File: src/hw/rtl/wcss_pkg.sv
// Shared types, constants and helpers for the weighted channel send scheduler.
// No dependencies; used by wcss_cell and weighted_channel_send_scheduler.
`default_nettype none

package wcss_pkg;

  // Field and storage widths
  localparam int unsigned CountW      = 32;
  localparam int unsigned PrioW       = 8;
  localparam int unsigned ChW         = 3;
  localparam int unsigned BytesW      = 16;
  localparam int unsigned KindW       = 2;
  localparam int unsigned MaxChannels = 8;
  localparam int unsigned CfgW        = MaxChannels * PrioW;

  // Decay by 8/10 = 4/5: long division by five, one digit of DigitW bits a cycle
  localparam int unsigned DecayDen = 5;
  localparam int unsigned DigitW   = 4;
  localparam int unsigned DivSteps = CountW / DigitW;
  localparam int unsigned RemW     = 3;

  // Step counter covers both the arbitration walk and the division digits
  localparam int unsigned StepW = 3;

  localparam logic [CountW-1:0] CountMax = '1;

  // Item kinds
  typedef enum logic [KindW-1:0] {
    KIND_ARB    = 2'd0,
    KIND_REPORT = 2'd1,
    KIND_DECAY  = 2'd2,
    KIND_NONE   = 2'd3
  } kind_e;

  // Best candidate so far, handed from cell to cell
  typedef struct packed {
    logic              found;
    logic [ChW-1:0]    ch;
    logic [PrioW-1:0]  prio;
    logic [CountW-1:0] count;
  } cand_t;

  // Per-cycle command broadcast to every cell
  typedef struct packed {
    logic              rep_en;
    logic [BytesW-1:0] bytes;
    logic              div_en;
    logic              div_first;
    logic              div_last;
  } cell_ctrl_t;

  // floor(4 * r / 5) for a remainder r of division by five
  function automatic logic [1:0] decay_frac(input logic [RemW-1:0] rem);
    logic [1:0] res;
    case (rem)
      3'd2:    res = 2'd1;
      3'd3:    res = 2'd2;
      3'd4:    res = 2'd3;
      default: res = 2'd0;
    endcase
    return res;
  endfunction

endpackage

`default_nettype wire

File: src/hw/rtl/wcss_cell.sv
// One channel cell: holds the sent-byte count, applies reports and decay,
// and passes the best arbitration candidate on to its neighbour. Uses wcss_pkg.
`default_nettype none

module wcss_cell (
  input  wire                             clk_i,
  input  wire                             rst_ni,
  input  wire  wcss_pkg::cell_ctrl_t      ctrl_i,
  input  wire                             rep_sel_i,
  input  wire                             pend_i,
  input  wire  [wcss_pkg::PrioW-1:0]      prio_i,
  input  wire  [wcss_pkg::ChW-1:0]        chan_i,
  input  wire  wcss_pkg::cand_t           cand_i,
  output wcss_pkg::cand_t                 cand_o
);

  localparam int unsigned ProdW = wcss_pkg::CountW + wcss_pkg::PrioW;

  logic [wcss_pkg::CountW-1:0] count_q, count_d;
  logic [wcss_pkg::RemW-1:0]   rem_q, rem_d;
  wcss_pkg::cand_t             cand_q, cand_d;

  logic [ProdW-1:0]            lhs, rhs;
  logic                        eligible, take;

  // Division step: one DigitW-bit digit of long division by five, MSB first
  always_comb begin
    logic [wcss_pkg::RemW-1:0]   rem;
    logic [wcss_pkg::RemW:0]     trial;
    logic [wcss_pkg::DigitW-1:0] qbits;
    logic [wcss_pkg::CountW-1:0] qnew;
    logic [wcss_pkg::CountW:0]   sum;
    rem   = ctrl_i.div_first ? '0 : rem_q;
    qbits = '0;
    for (int i = 0; i < int'(wcss_pkg::DigitW); i++) begin
      trial = {rem, count_q[wcss_pkg::CountW-1-i]};
      if (trial >= (wcss_pkg::RemW+1)'(wcss_pkg::DecayDen)) begin
        qbits[wcss_pkg::DigitW-1-i] = 1'b1;
        rem = wcss_pkg::RemW'(trial - (wcss_pkg::RemW+1)'(wcss_pkg::DecayDen));
      end else begin
        rem = trial[wcss_pkg::RemW-1:0];
      end
    end
    qnew = {count_q[wcss_pkg::CountW-wcss_pkg::DigitW-1:0], qbits};
    sum  = {1'b0, count_q} + (wcss_pkg::CountW+1)'(ctrl_i.bytes);

    rem_d   = rem_q;
    count_d = count_q;
    if (ctrl_i.div_en) begin
      rem_d = rem;
      // last digit: count = 4 * (count / 5) + floor(4 * rem / 5)
      if (ctrl_i.div_last) begin
        count_d = {qnew[wcss_pkg::CountW-3:0], wcss_pkg::decay_frac(rem)};
      end else begin
        count_d = qnew;
      end
    end else if (ctrl_i.rep_en && rep_sel_i) begin
      count_d = sum[wcss_pkg::CountW] ? wcss_pkg::CountMax : sum[wcss_pkg::CountW-1:0];
    end
  end

  // Arbitration: count/prio < best_count/best_prio by cross multiplication
  assign lhs      = count_q * cand_i.prio;
  assign rhs      = cand_i.count * prio_i;
  assign eligible = pend_i && (prio_i != '0);
  assign take     = eligible && (!cand_i.found || (lhs < rhs));

  always_comb begin
    cand_d = cand_i;
    if (take) begin
      cand_d.found = 1'b1;
      cand_d.ch    = chan_i;
      cand_d.prio  = prio_i;
      cand_d.count = count_q;
    end
  end

  always_ff @(posedge clk_i or negedge rst_ni) begin
    if (!rst_ni) begin
      count_q <= '0;
      rem_q   <= '0;
      cand_q  <= '0;
    end else begin
      count_q <= count_d;
      rem_q   <= rem_d;
      cand_q  <= cand_d;
    end
  end

  assign cand_o = cand_q;

endmodule

`default_nettype wire

File: config.mk
export PLATFORM = sky130hd
export DESIGN_NAME = wcss_cell
export DESIGN_NICKNAME = d
export VERILOG_FILES = /design/src/hw/rtl/wcss_pkg.sv /design/src/hw/rtl/wcss_cell.sv
export SDC_FILE = /design/constraint.sdc
export NUM_CORES = 1
export LEC_CHECK = 0
export CAP_MARGIN = 20
export CORE_UTILIZATION = 50
export DETAILED_ROUTE_END_ITERATION = 10
export DONT_BUFFER_PORTS = 1
export GPL_TIMING_DRIVEN = 1
export SLEW_MARGIN = 10
export SYNTH_ARGS = -nofsm -noshare
export SYNTH_HDL_FRONTEND = slang
export SYNTH_SLANG_ARGS = --single-unit
File: constraint.sdc
create_clock -name clk_i -period 14.3 [get_ports clk_i]
set_clock_uncertainty 0.2 [all_clocks]
set_input_delay 2.145 -clock clk_i [delete_from_list [all_inputs] [get_ports clk_i]]
set_output_delay 2.145 -clock clk_i [all_outputs]
set_load 0.05 [all_outputs]
# Word level (Yosys, flattened, before mapping)
# Cells that the tools add are included.
[totals] regBits=79 in_bits=79
[classes] addsub=5 n_mul=2 order_cmp=5 eq_ne=3 mux=15 reduce_logical=7
[ops] op="2-to-1 mux 32 bit" count=4
[ops] op="multiplier 32 x 8 -> 40 bit" count=2
[ops] op="2-to-1 mux 44 bit" count=1
[ops] op="less-than comparator 40 bit" count=1
[ops] op="adder 32 x 16 -> 33 bit" count=1
[ops] op="greater-or-equal comparator 4 x 3 -> 1 bit, second input constant" count=4
[ops] op="2-to-1 mux 3 bit" count=5
[ops] op="subtractor 3 bit, second input constant" count=4
[ops] op="nonzero test 8 bit" count=1
[ops] op="== test 3 x 2 -> 1 bit, second input constant" count=2
[ops] op="one-hot mux 2 bit (3 select lines)" count=1
[ops] op="2-to-1 mux 1 bit" count=4
[ops] op="== test 3 bit, second input constant" count=1
[ops] op="logical AND 1 bit" count=3
[ops] op="nonzero test 2 bit" count=1
[ops] op="zero test 1 bit" count=1
[ops] op="logical OR 1 bit" count=1

# Depth between registers and ports, before layout
# Gate-level depths: netlist of the first run.
[logic_depth] ltp_word=13 depth_mapped=33

# Least setup slack after synthesis of the first run
# No wires, ideal clock.
[synth_timing] path_kind="input -> register" start="input port prio_i[7] (netlist bit)" end="register cand_q, in the netlist cand_o[32]" setup_ns=0.125 arrival_ns=8.873 required_ns=13.975 slack_ns=5.102 stages=31 path_cell_list="clkbuf_1 and2_1 fa_1 fa_1 fa_1 inv_1 fa_1 inv_1 ha_1 o21ai_0 nand2b_1 a21oi_1 a211oi_1 o21a_1 o21ai_0 nand2b_1 a21oi_1 nor2_1 o311ai_0 ha_1 a21o_1 a21o_1 a21o_1 a21o_1 a21o_1 a21o_1 a21oi_1 o22ai_1 nor2_1 clkbuf_1 mux2_2"
[synth_lines] element="from (decl)" line="wcss_cell.sv:11" rtl="input wire [wcss_pkg::PrioW-1:0] prio_i,"
[synth_lines] element="to (signal assigned)" line="wcss_cell.sv:86" rtl="cand_q <= cand_d;"
[synth_lines] element="to (decl)" line="wcss_cell.sv:21" rtl="wcss_pkg::cand_t cand_q, cand_d;"

==> run summary, run 1 <==
initial antenna violation count: 2
Detail Placement HPWL: 42,520 um
PostCTS Resize Cnt: 0
Buffers & Inverters on Critical Path: 3
synthesized area per cell: 9.039 um^2
r2r startpoint: count_q[5]$_DFFE_PN0P_
WP data required: 14.36 ns
fillers: 3,927
clock-pin slew on the worst setup and hold paths: 0.07 ns
clock sink total: 79
Clock Tree Buf Depth: 2
max_slew headroom: 0.4043
Multi-input gate area: 17,690 um^2
drt initial violations: 809
post-synthesis cell count: 2,368
largest fanout on the critical path: 34
CP max-delay cell: a2111oi_0
IO buf count: 0
final setup fails: 0
Final Max Tran Viols: 0
Vias per Instance: 5.720
CTS tree: yes
Critical Path Start Type: input pin
vias in the first global route: 17,256
Setup TNS Final: 0 ns
kind of cell adding the most delay to the critical path: adder cells
Worst-Margin Slew: 0.8936 ns
Cell Rows: 75
r2r worst-path depth: 30
post-synthesis sequential area ratio: 0.09236
YS warnings: 0
status: finished, final reports clean
GRT overflow: 0
Final nets: 2,886
Post-CTS Setup Inserts: 0
final core utilization: 0.5230
synth top area cells: fa_1 (34%), and2_1 (12%), ha_1 (11%)
Main synth FF type: dfrtp_1
RSZ-0062 raised after global routing: false
Min-Delay Startpoint: rem_q[0]$_DFFE_PN0P_
via count: 16,067
FF-to-FF setup slack: 5.75 ns
Hold Crit Class: reg2reg
crit path capture type: register
Post-synth EDFFs: 0
Hold Path Stages: 1
Post-Syn Nets: 2,991
die width: 208.9 um
CP dominant cell by count: fa_1
Placer Congestion: 0.9061
critical path arrival: 9.62 ns
Layout area overhead: 2.724%
clock period minus worst slack: 9.564 ns
WL final: 55,510 um
Yosys cell types: 80
hold_buf cts: 0
ratio of cells with drive above 1 in the final layout: 0.03924
Critical Path Max Stage Delay: 0.71 ns
root buffer cell: clkbuf_16
WHS Endpoint: rem_q[0]$_DFFE_PN0P_
post-synth top area share: 0.3376
worst setup margin: 4.736 ns
mapped cell area: 21,400 um^2
final instance area: 21,990 um^2
Tcrit/Tclk final: 0.6688
Reg-to-Reg End: cand_o[23]$_DFF_PN0_
clock latency on the worst-skew pair: 0.37 ns
Yosys reg bits: 79
Die H: 208.9 um
Num CTS Buffers: 9
fraction of registers with async set/reset: 1.000
max frequency: 104.6 MHz
Placeable Area: 42,040 um^2
pin count of the biggest net entering global routing: 80
Setup Crit Path Kind: in2reg
final hold vios: 0
DRC viols: 0
register area: 1977 um^2
post-synth top area cell: fa_1
first-pass GRT wire length: 91,640 um
pre-CTS worst setup slack: 4.487 ns
GRT Overall Usage: 0.2669
IO Pins: 123
H-tree depth: 3
Post-DRT Antenna Nets: 0
first-pass iteration count of the detailed router: 5
Max Cap Violations: 0
Initial Util: 0.5091
Die Area: 43,640 um^2
Placed Area: 21,660 um^2
post-DR wirelength/cell: 19.76 um
==> cell families after synthesis <==
kind of cell	after synthesis	share of synthesized area
AND/OR/NAND/NOR	767	0.1979
adder cells (fa/ha/maj)	544	0.4446
buffers and inverters	463	0.08137
AO/OA/AOI/OAI	364	0.1135
flip-flops	79	0.09236
XOR/XNOR	77	0.03186
multiplexers	74	0.03835
==> how the worst max path moves through the flow <==
stage	cells after the start	start	slack, ns	to
floorplan	31	prio_i[7]	5.10	cand_o[32]$_DFF_PN0_
global placement	30	cand_i[1]	4.60	cand_o[29]$_DFF_PN0_
detailed placement	30	cand_i[1]	4.49	cand_o[23]$_DFF_PN0_
CTS	30	cand_i[1]	4.83	cand_o[23]$_DFF_PN0_
global route	25	cand_i[2]	3.93	cand_o[24]$_DFF_PN0_
finish	25	prio_i[4]	4.74	cand_o[23]$_DFF_PN0_
==> synth_stat cells, drive strengths merged, types with 22 or more instances <==
master	n
and2	410
a21oi	97
ha	183
mux2i	22
a21o	60
dfrtp	79
fa	361
nand2	171
clkbuf	115
xor2	32
nor3	37
inv	343
xnor2	45
o21a	22
nor2	44
o21ai	63
mux2	51
==> layout make-up <==
class	instances	area share
repair buffers	3	0.001024
flip-flops and latches	79	0.08991
inverters	344	0.05873
clock inverters	5	0.003699
well taps	539	0.03067
multi-input cells	1826	0.8047
diodes	2	0.0002276
clock buffers	11	0.01104
==> layout by cell type (no fill, tap or decap), types with 12 or more instances in the layout <==
cell and count:
a211oi_1 19, a21o_1 60, a21oi_1 97, and2_1 410, dfrtp_1 79, fa_1 361
ha_1 183, inv_1 343, mux2_2 51, mux2i_1 21, nand2_1 171, nand2b_1 19
nand3_1 18, nand4_1 20, nor2_1 43, nor3_1 36, o21a_1 22, o21ai_0 60
o21bai_1 13, o31ai_1 12, xnor2_1 44, xor2_1 32
==> metal layers <==
layer  global-route usage  vias up  wire length (um)
met1               0.3358     8252             23470
met3              0.04193       65              2428
met4              0.07277        2              1370
li1                     -     7395                 -
met5                    0        -                13
met2               0.4741      353             28220
==> registers in the layout, indices dropped and copies added (netlist names) <==
| register | count |
|---|---|
| cand_o | 44 |
| count_q | 32 |
| rem_q | 3 |
==> per-stage QoR <==
stage          hold slack, ns  instances
6_report               0.3129       2809
3_5_place_dp           0.3004       2791
3_3_place_gp           0.2928       2791
5_1_grt                0.3431       2807
2_1_floorplan          0.2818       2368
4_1_cts                0.3150       2807
Power of run 1 is not shown: default switching activity piles up to over one toggle a cycle in this logic, so the estimate is an artifact.
==> inputs of run 2 (changes only) <==
Settings changed: PLACE_DENSITY set to 0.68.
Clock period 14.3 ns to 8.4 ns, I/O delays scaled along.
==> run summary, run 2 (same netlist as run 1, synthesis figures left out) <==
status: finished, final reports clean
clock latency on the worst-skew pair: 0.39 ns (+0.02 ns)
crit path capture type: register
Placeable Area: 42,040 um^2 (unchanged)
final hold vios: 0 (unchanged)
Hold Crit Class: reg2reg
vias in the first global route: 17,259 (+0.017%)
Post-CTS Setup Inserts: 0 (unchanged)
die width: 208.9 um (unchanged)
Post-DRT Antenna Nets: 0 (unchanged)
first-pass GRT wire length: 88,870 um (-3.0%)
max_slew headroom: 0.2504 (-0.1538)
largest fanout on the critical path: 34 (unchanged)
via count: 16,293 (+1.4%)
clock sink total: 79 (unchanged)
Worst-Margin Slew: 1.118 ns (+0.2240 ns)
Vias per Instance: 5.784 (+1.1%)
drt initial violations: 854 (+5.6%)
Placer Congestion: 0.8829 (-2.6%)
ratio of cells with drive above 1 in the final layout: 0.04480 (+0.005554)
first-pass iteration count of the detailed router: 5 (unchanged)
GRT overflow: 0 (unchanged)
IO Pins: 123 (unchanged)
WL final: 53,830 um (-3.0%)
Critical Path Max Stage Delay: 0.55 ns (-0.16 ns)
Min-Delay Startpoint: rem_q[0]$_DFFE_PN0P_
Final Max Tran Viols: 0 (unchanged)
Die H: 208.9 um (unchanged)
Hold Path Stages: 1 (unchanged)
FF-to-FF setup slack: 0.55 ns (-5.20 ns)
IO buf count: 0 (unchanged)
Num CTS Buffers: 9 (unchanged)
Critical Path Start Type: input pin
commonest non-fill, non-tap cell in the layout: and2_1
Die Area: 43,640 um^2 (unchanged)
RSZ-0062 raised after global routing: false
max reg flops: 44 (unchanged)
CP dominant cell by count: a21o_1
Setup TNS Final: 0 ns (unchanged)
clock period minus worst slack: 7.923 ns
initial antenna violation count: 0 (-2)
pin count of the biggest net entering global routing: 80 (unchanged)
Tcrit/Tclk final: 0.9432
GRT Overall Usage: 0.2574 (-0.009521)
H-tree depth: 3 (unchanged)
post-DR wirelength/cell: 19.11 um (-3.3%)
Reg-to-Reg End: cand_o[0]$_DFF_PN0_
max frequency: 126.2 MHz
hold_buf cts: 0 (unchanged)
Max Cap Violations: 0 (unchanged)
Layout area overhead: 2.981%
Detail Placement HPWL: 41,480 um (-2.4%)
r2r startpoint: count_q[4]$_DFFE_PN0P_
WHS Endpoint: rem_q[0]$_DFFE_PN0P_
final setup fails: 0 (unchanged)
Clock Tree Buf Depth: 2 (unchanged)
Cell Rows: 75 (unchanged)
Final nets: 2,895 (+0.31%)
critical path arrival: 7.99 ns (-1.63 ns)
Setup Crit Path Kind: in2reg
commonest non-fill, non-tap cells in the layout: and2_1 (410), fa_1 (361), inv_1 (343)
WP data required: 8.47 ns (-5.89 ns)
CTS tree: yes
root buffer cell: clkbuf_16
r2r worst-path depth: 30 (unchanged)
clock-pin slew on the worst setup and hold paths: 0.06 ns (about the same)
DRC viols: 0 (unchanged)
Initial Util: 0.5091 (unchanged)
CP max-delay cell: fa_1
==> run 2: cell types whose count changed in the layout (fill, tap and decap cells not counted), sizes merged <==
cell	delta
buf	+9
clkinvlp	+1
clkinv	+3
clkbuf	-2
diode	-1
bufinv	-2
==> run 2: worst max path at each step <==
stage | to | slack (ns) | depth (start not counted) | start
after floorplan | cand_o[32]$_DFF_PN0_ | 0.09 | 31 | prio_i[7]
after global placement | cand_o[4]$_DFF_PN0_ | 0.16 | 30 | cand_i[1]
after detailed placement | cand_o[27]$_DFF_PN0_ | 0.07 | 30 | cand_i[1]
after CTS | cand_o[9]$_DFF_PN0_ | 0.43 | 30 | cand_i[1]
after global routing | cand_o[7]$_DFF_PN0_ | 0.0003 | 30 | cand_i[1]
final | cand_o[0]$_DFF_PN0_ | 0.48 | 30 | prio_i[7]
==> run 2: what timing repair did <==
action / 4_1_cts / 5_1_grt
setup endpoints to repair: 0 / 43
endpoints found under the hold margin: 0 / 0
gates resized for setup: 0 / 5
==> run 2: cell type report <==
class	count	area [um^2]
fill	3884	20000
multi-input combinational	1826	17720
sequential	79	1977
inverter	344	1291
tap	539	674.4
clock buffer	9	225.2
timing repair buffer	12	115.1
clock inverter	7	40.04
antenna	1	2.502
==> run 2: worst max-delay path, delay by kind of cell <==
| family | cells | cell delay (ns) |
|---|---|---|
| fa+ha+maj | 6 | 2.79 |
| compound gates | 15 | 2.67 |
| mux | 1 | 0.36 |
| simple gates | 5 | 0.56 |
| buf+inv | 3 | 0.32 |
==> run 2: routing by layer <==
metal  GRT usage  share of wire  vias up
met3     0.03366          0.041       83
met4      0.1060          0.039        0
met2      0.4589           0.52      362
li1            -              -     7415
met5           0              0        -
met1      0.3130           0.41     8433
==> run 2: stage by stage <==
step	hold slack [ns]	instance area [um^2]	utilization	worst slack (ns)	cells
3_3_place_gp	0.3244	21750	0.5174	0.1571	2800
6_report	0.3484	22040	0.5243	0.4772	2817
4_1_cts	0.3423	22020	0.5237	0.4326	2816
2_1_floorplan	0.2818	21400	-	0.08675	2368
3_5_place_dp	0.3246	21750	0.5174	0.06629	2800
5_1_grt	0.3466	22040	0.5243	0.0002567	2816
Power of run 2 is left out for the same reason.
==> inputs of run 3 (changes only) <==
Settings changed: CORE_UTILIZATION 50 to 61, PLACE_DENSITY 0.68 to 0.8.
==> run summary, run 3 (same netlist as run 1, synthesis figures left out) <==
Final Max Tran Viols: 0 (unchanged)
final hold vios: 0 (unchanged)
commonest non-fill, non-tap cell in the layout: and2_1
n_diodes: 0 (-1)
initial antenna violation count: 0 (unchanged)
max reg flops: 44 (unchanged)
CP dominant cell by count: a21o_1
clock-pin slew on the worst setup and hold paths: 0.07 ns (about the same)
WP data required: 8.47 ns (about the same)
Clock Tree Buf Depth: 2 (unchanged)
max_slew headroom: 0.2275 (-0.02292)
Placeable Area: 34,540 um^2 (-18%)
met3 Track Usage GR: 0.04597 (+0.01230)
CP max-delay cell: fa_1
Worst-Margin Slew: 1.152 ns (+0.03417 ns)
commonest non-fill, non-tap cells in the layout: and2_1 (410), fa_1 (361), inv_1 (343)
hold_buf cts: 0 (unchanged)
post-DR wirelength/cell: 19.49 um (+2.0%)
DRC viols: 0 (unchanged)
via count: 16,862 (+3.5%)
vias in the first global route: 18,205 (+5.5%)
clock period minus worst slack: 8.017 ns (+0.09435 ns)
GRT Overall Usage: 0.3187 (+0.06126)
Vias per Instance: 6.042 (+4.5%)
Placer Congestion: 0.9500 (+7.6%)
die width: 189.3 um (-9.4%)
WL final: 54,410 um (+1.1%)
Cell Rows: 68 (-9.3%)
first-pass GRT wire length: 90,350 um (+1.7%)
CTS tree: yes
grt met2 use: 0.5684 (+0.1096)
IO Pins: 123 (unchanged)
max frequency: 124.7 MHz (-1.2%)
worst hold slack: 0.3294 ns (-0.01894 ns)
H-tree depth: 3 (unchanged)
first-pass iteration count of the detailed router: 6 (+1)
root buffer cell: clkbuf_16
pin count of the biggest net entering global routing: 80 (unchanged)
critical path arrival: 8.08 ns (+0.09 ns)
Layout area overhead: 4.676%
status: finished, final reports clean
Final nets: 2,954 (+2.0%)
Buffers & Inverters on Critical Path: 3 (unchanged)
Initial Util: 0.6196 (+0.1105)
Die Area: 35,840 um^2 (-18%)
ratio of cells with drive above 1 in the final layout: 0.06764 (+0.02284)
Setup TNS Final: 0 ns (unchanged)
crit path capture type: register
Hold Crit Class: reg2reg
Tcrit/Tclk final: 0.9544 (+0.01123)
Num CTS Buffers: 9 (unchanged)
most used routing layer in global routing: met2
Max Cap Violations: 0 (unchanged)
grt met1 use: 0.3776 (+0.06464)
clock latency on the worst-skew pair: 0.39 ns (about the same)
final setup fails: 0 (unchanged)
drt initial violations: 1,268 (+48%)
Detail Placement HPWL: 41,940 um (+1.1%)
IO buf count: 0 (unchanged)
Critical Path Max Stage Delay: 0.57 ns (+0.02 ns)
largest fanout on the critical path: 14 (-59%)
GRT overflow: 0 (unchanged)
Post-DRT Antenna Nets: 0 (unchanged)
RSZ-0062 raised after global routing: false
Die H: 189.3 um (-9.4%)
worst setup margin: 0.3829 ns (-0.09435 ns)
kind of cell adding the most delay to the critical path: compound AO/OA/AOI/OAI gates
Critical Path Start Type: input pin
pre-CTS worst setup slack: -0.2136 ns (-0.2799 ns)
clock sink total: 79 (unchanged)
Setup Crit Path Kind: in2reg
-- run 3: layout make-up --
class	count	area, um^2
clock buffer	9	225.2
clock inverter	7	102.6
multi-input combinational	1826	17690
tap	455	569.3
fill	2783	12140
inverter	344	1291
sequential	79	1977
timing repair buffer	71	545.5
-- run 3: what timing repair did --
| action | 4_1_cts | 5_1_grt |
|---|---|---|
| endpoints found under the setup margin | 0 | 43 |
| resized for setup | 0 | 2 |
| setup buffers | 0 | 1 |
-- run 3: per-stage QoR --
step / cell area [um^2] / util / instances
floorplan: 21400 / - / 2368
global placement: 22050 / 0.6383 / 2773
detailed placement: 22070 / 0.6389 / 2774
CTS: 22400 / 0.6484 / 2790
global route: 22410 / 0.6486 / 2791
finish: 22410 / 0.6486 / 2791
-- run 3: worst register-to-register path, delay by kind of cell (launching register included) --
family / cells / cell delay [ns]
compound gates: 8 / 1.86
fa+ha+maj: 6 / 2.60
flops: 1 / 0.67
mux: 1 / 0.31
xor+xnor: 1 / 0.10
simple gates: 7 / 1.10
buf+inv: 6 / 0.70
-- run 3: metal layers --
layer | share of wire | wire, um
met4 | 0.041 | 2219
met1 | 0.38 | 20630
met5 | 0 | 0
met2 | 0.52 | 28250
met3 | 0.061 | 3308
-- run 3: path summary, 6_finish.rpt --
check / from / to / slack (ns) / cells after the start
setup / recovery: cand_i[2] / cand_o[0]$_DFF_PN0_ / 0.38 / 29
hold / removal: rem_q[0]$_DFFE_PN0P_ / rem_q[0]$_DFFE_PN0P_ / 0.33 / 1
setup reg to reg: count_q[5]$_DFFE_PN0P_ / cand_o[0]$_DFF_PN0_ / 0.73 / 29
hold reg to reg: rem_q[0]$_DFFE_PN0P_ / rem_q[0]$_DFFE_PN0P_ / 0.33 / 1
max in group asynchronous: rst_ni / cand_o[3]$_DFF_PN0_ / 7.48 / 0
min in group asynchronous: rst_ni / count_q[19]$_DFFE_PN0P_ / 0.37 / 0
Power of run 3 is left out for the same reason.
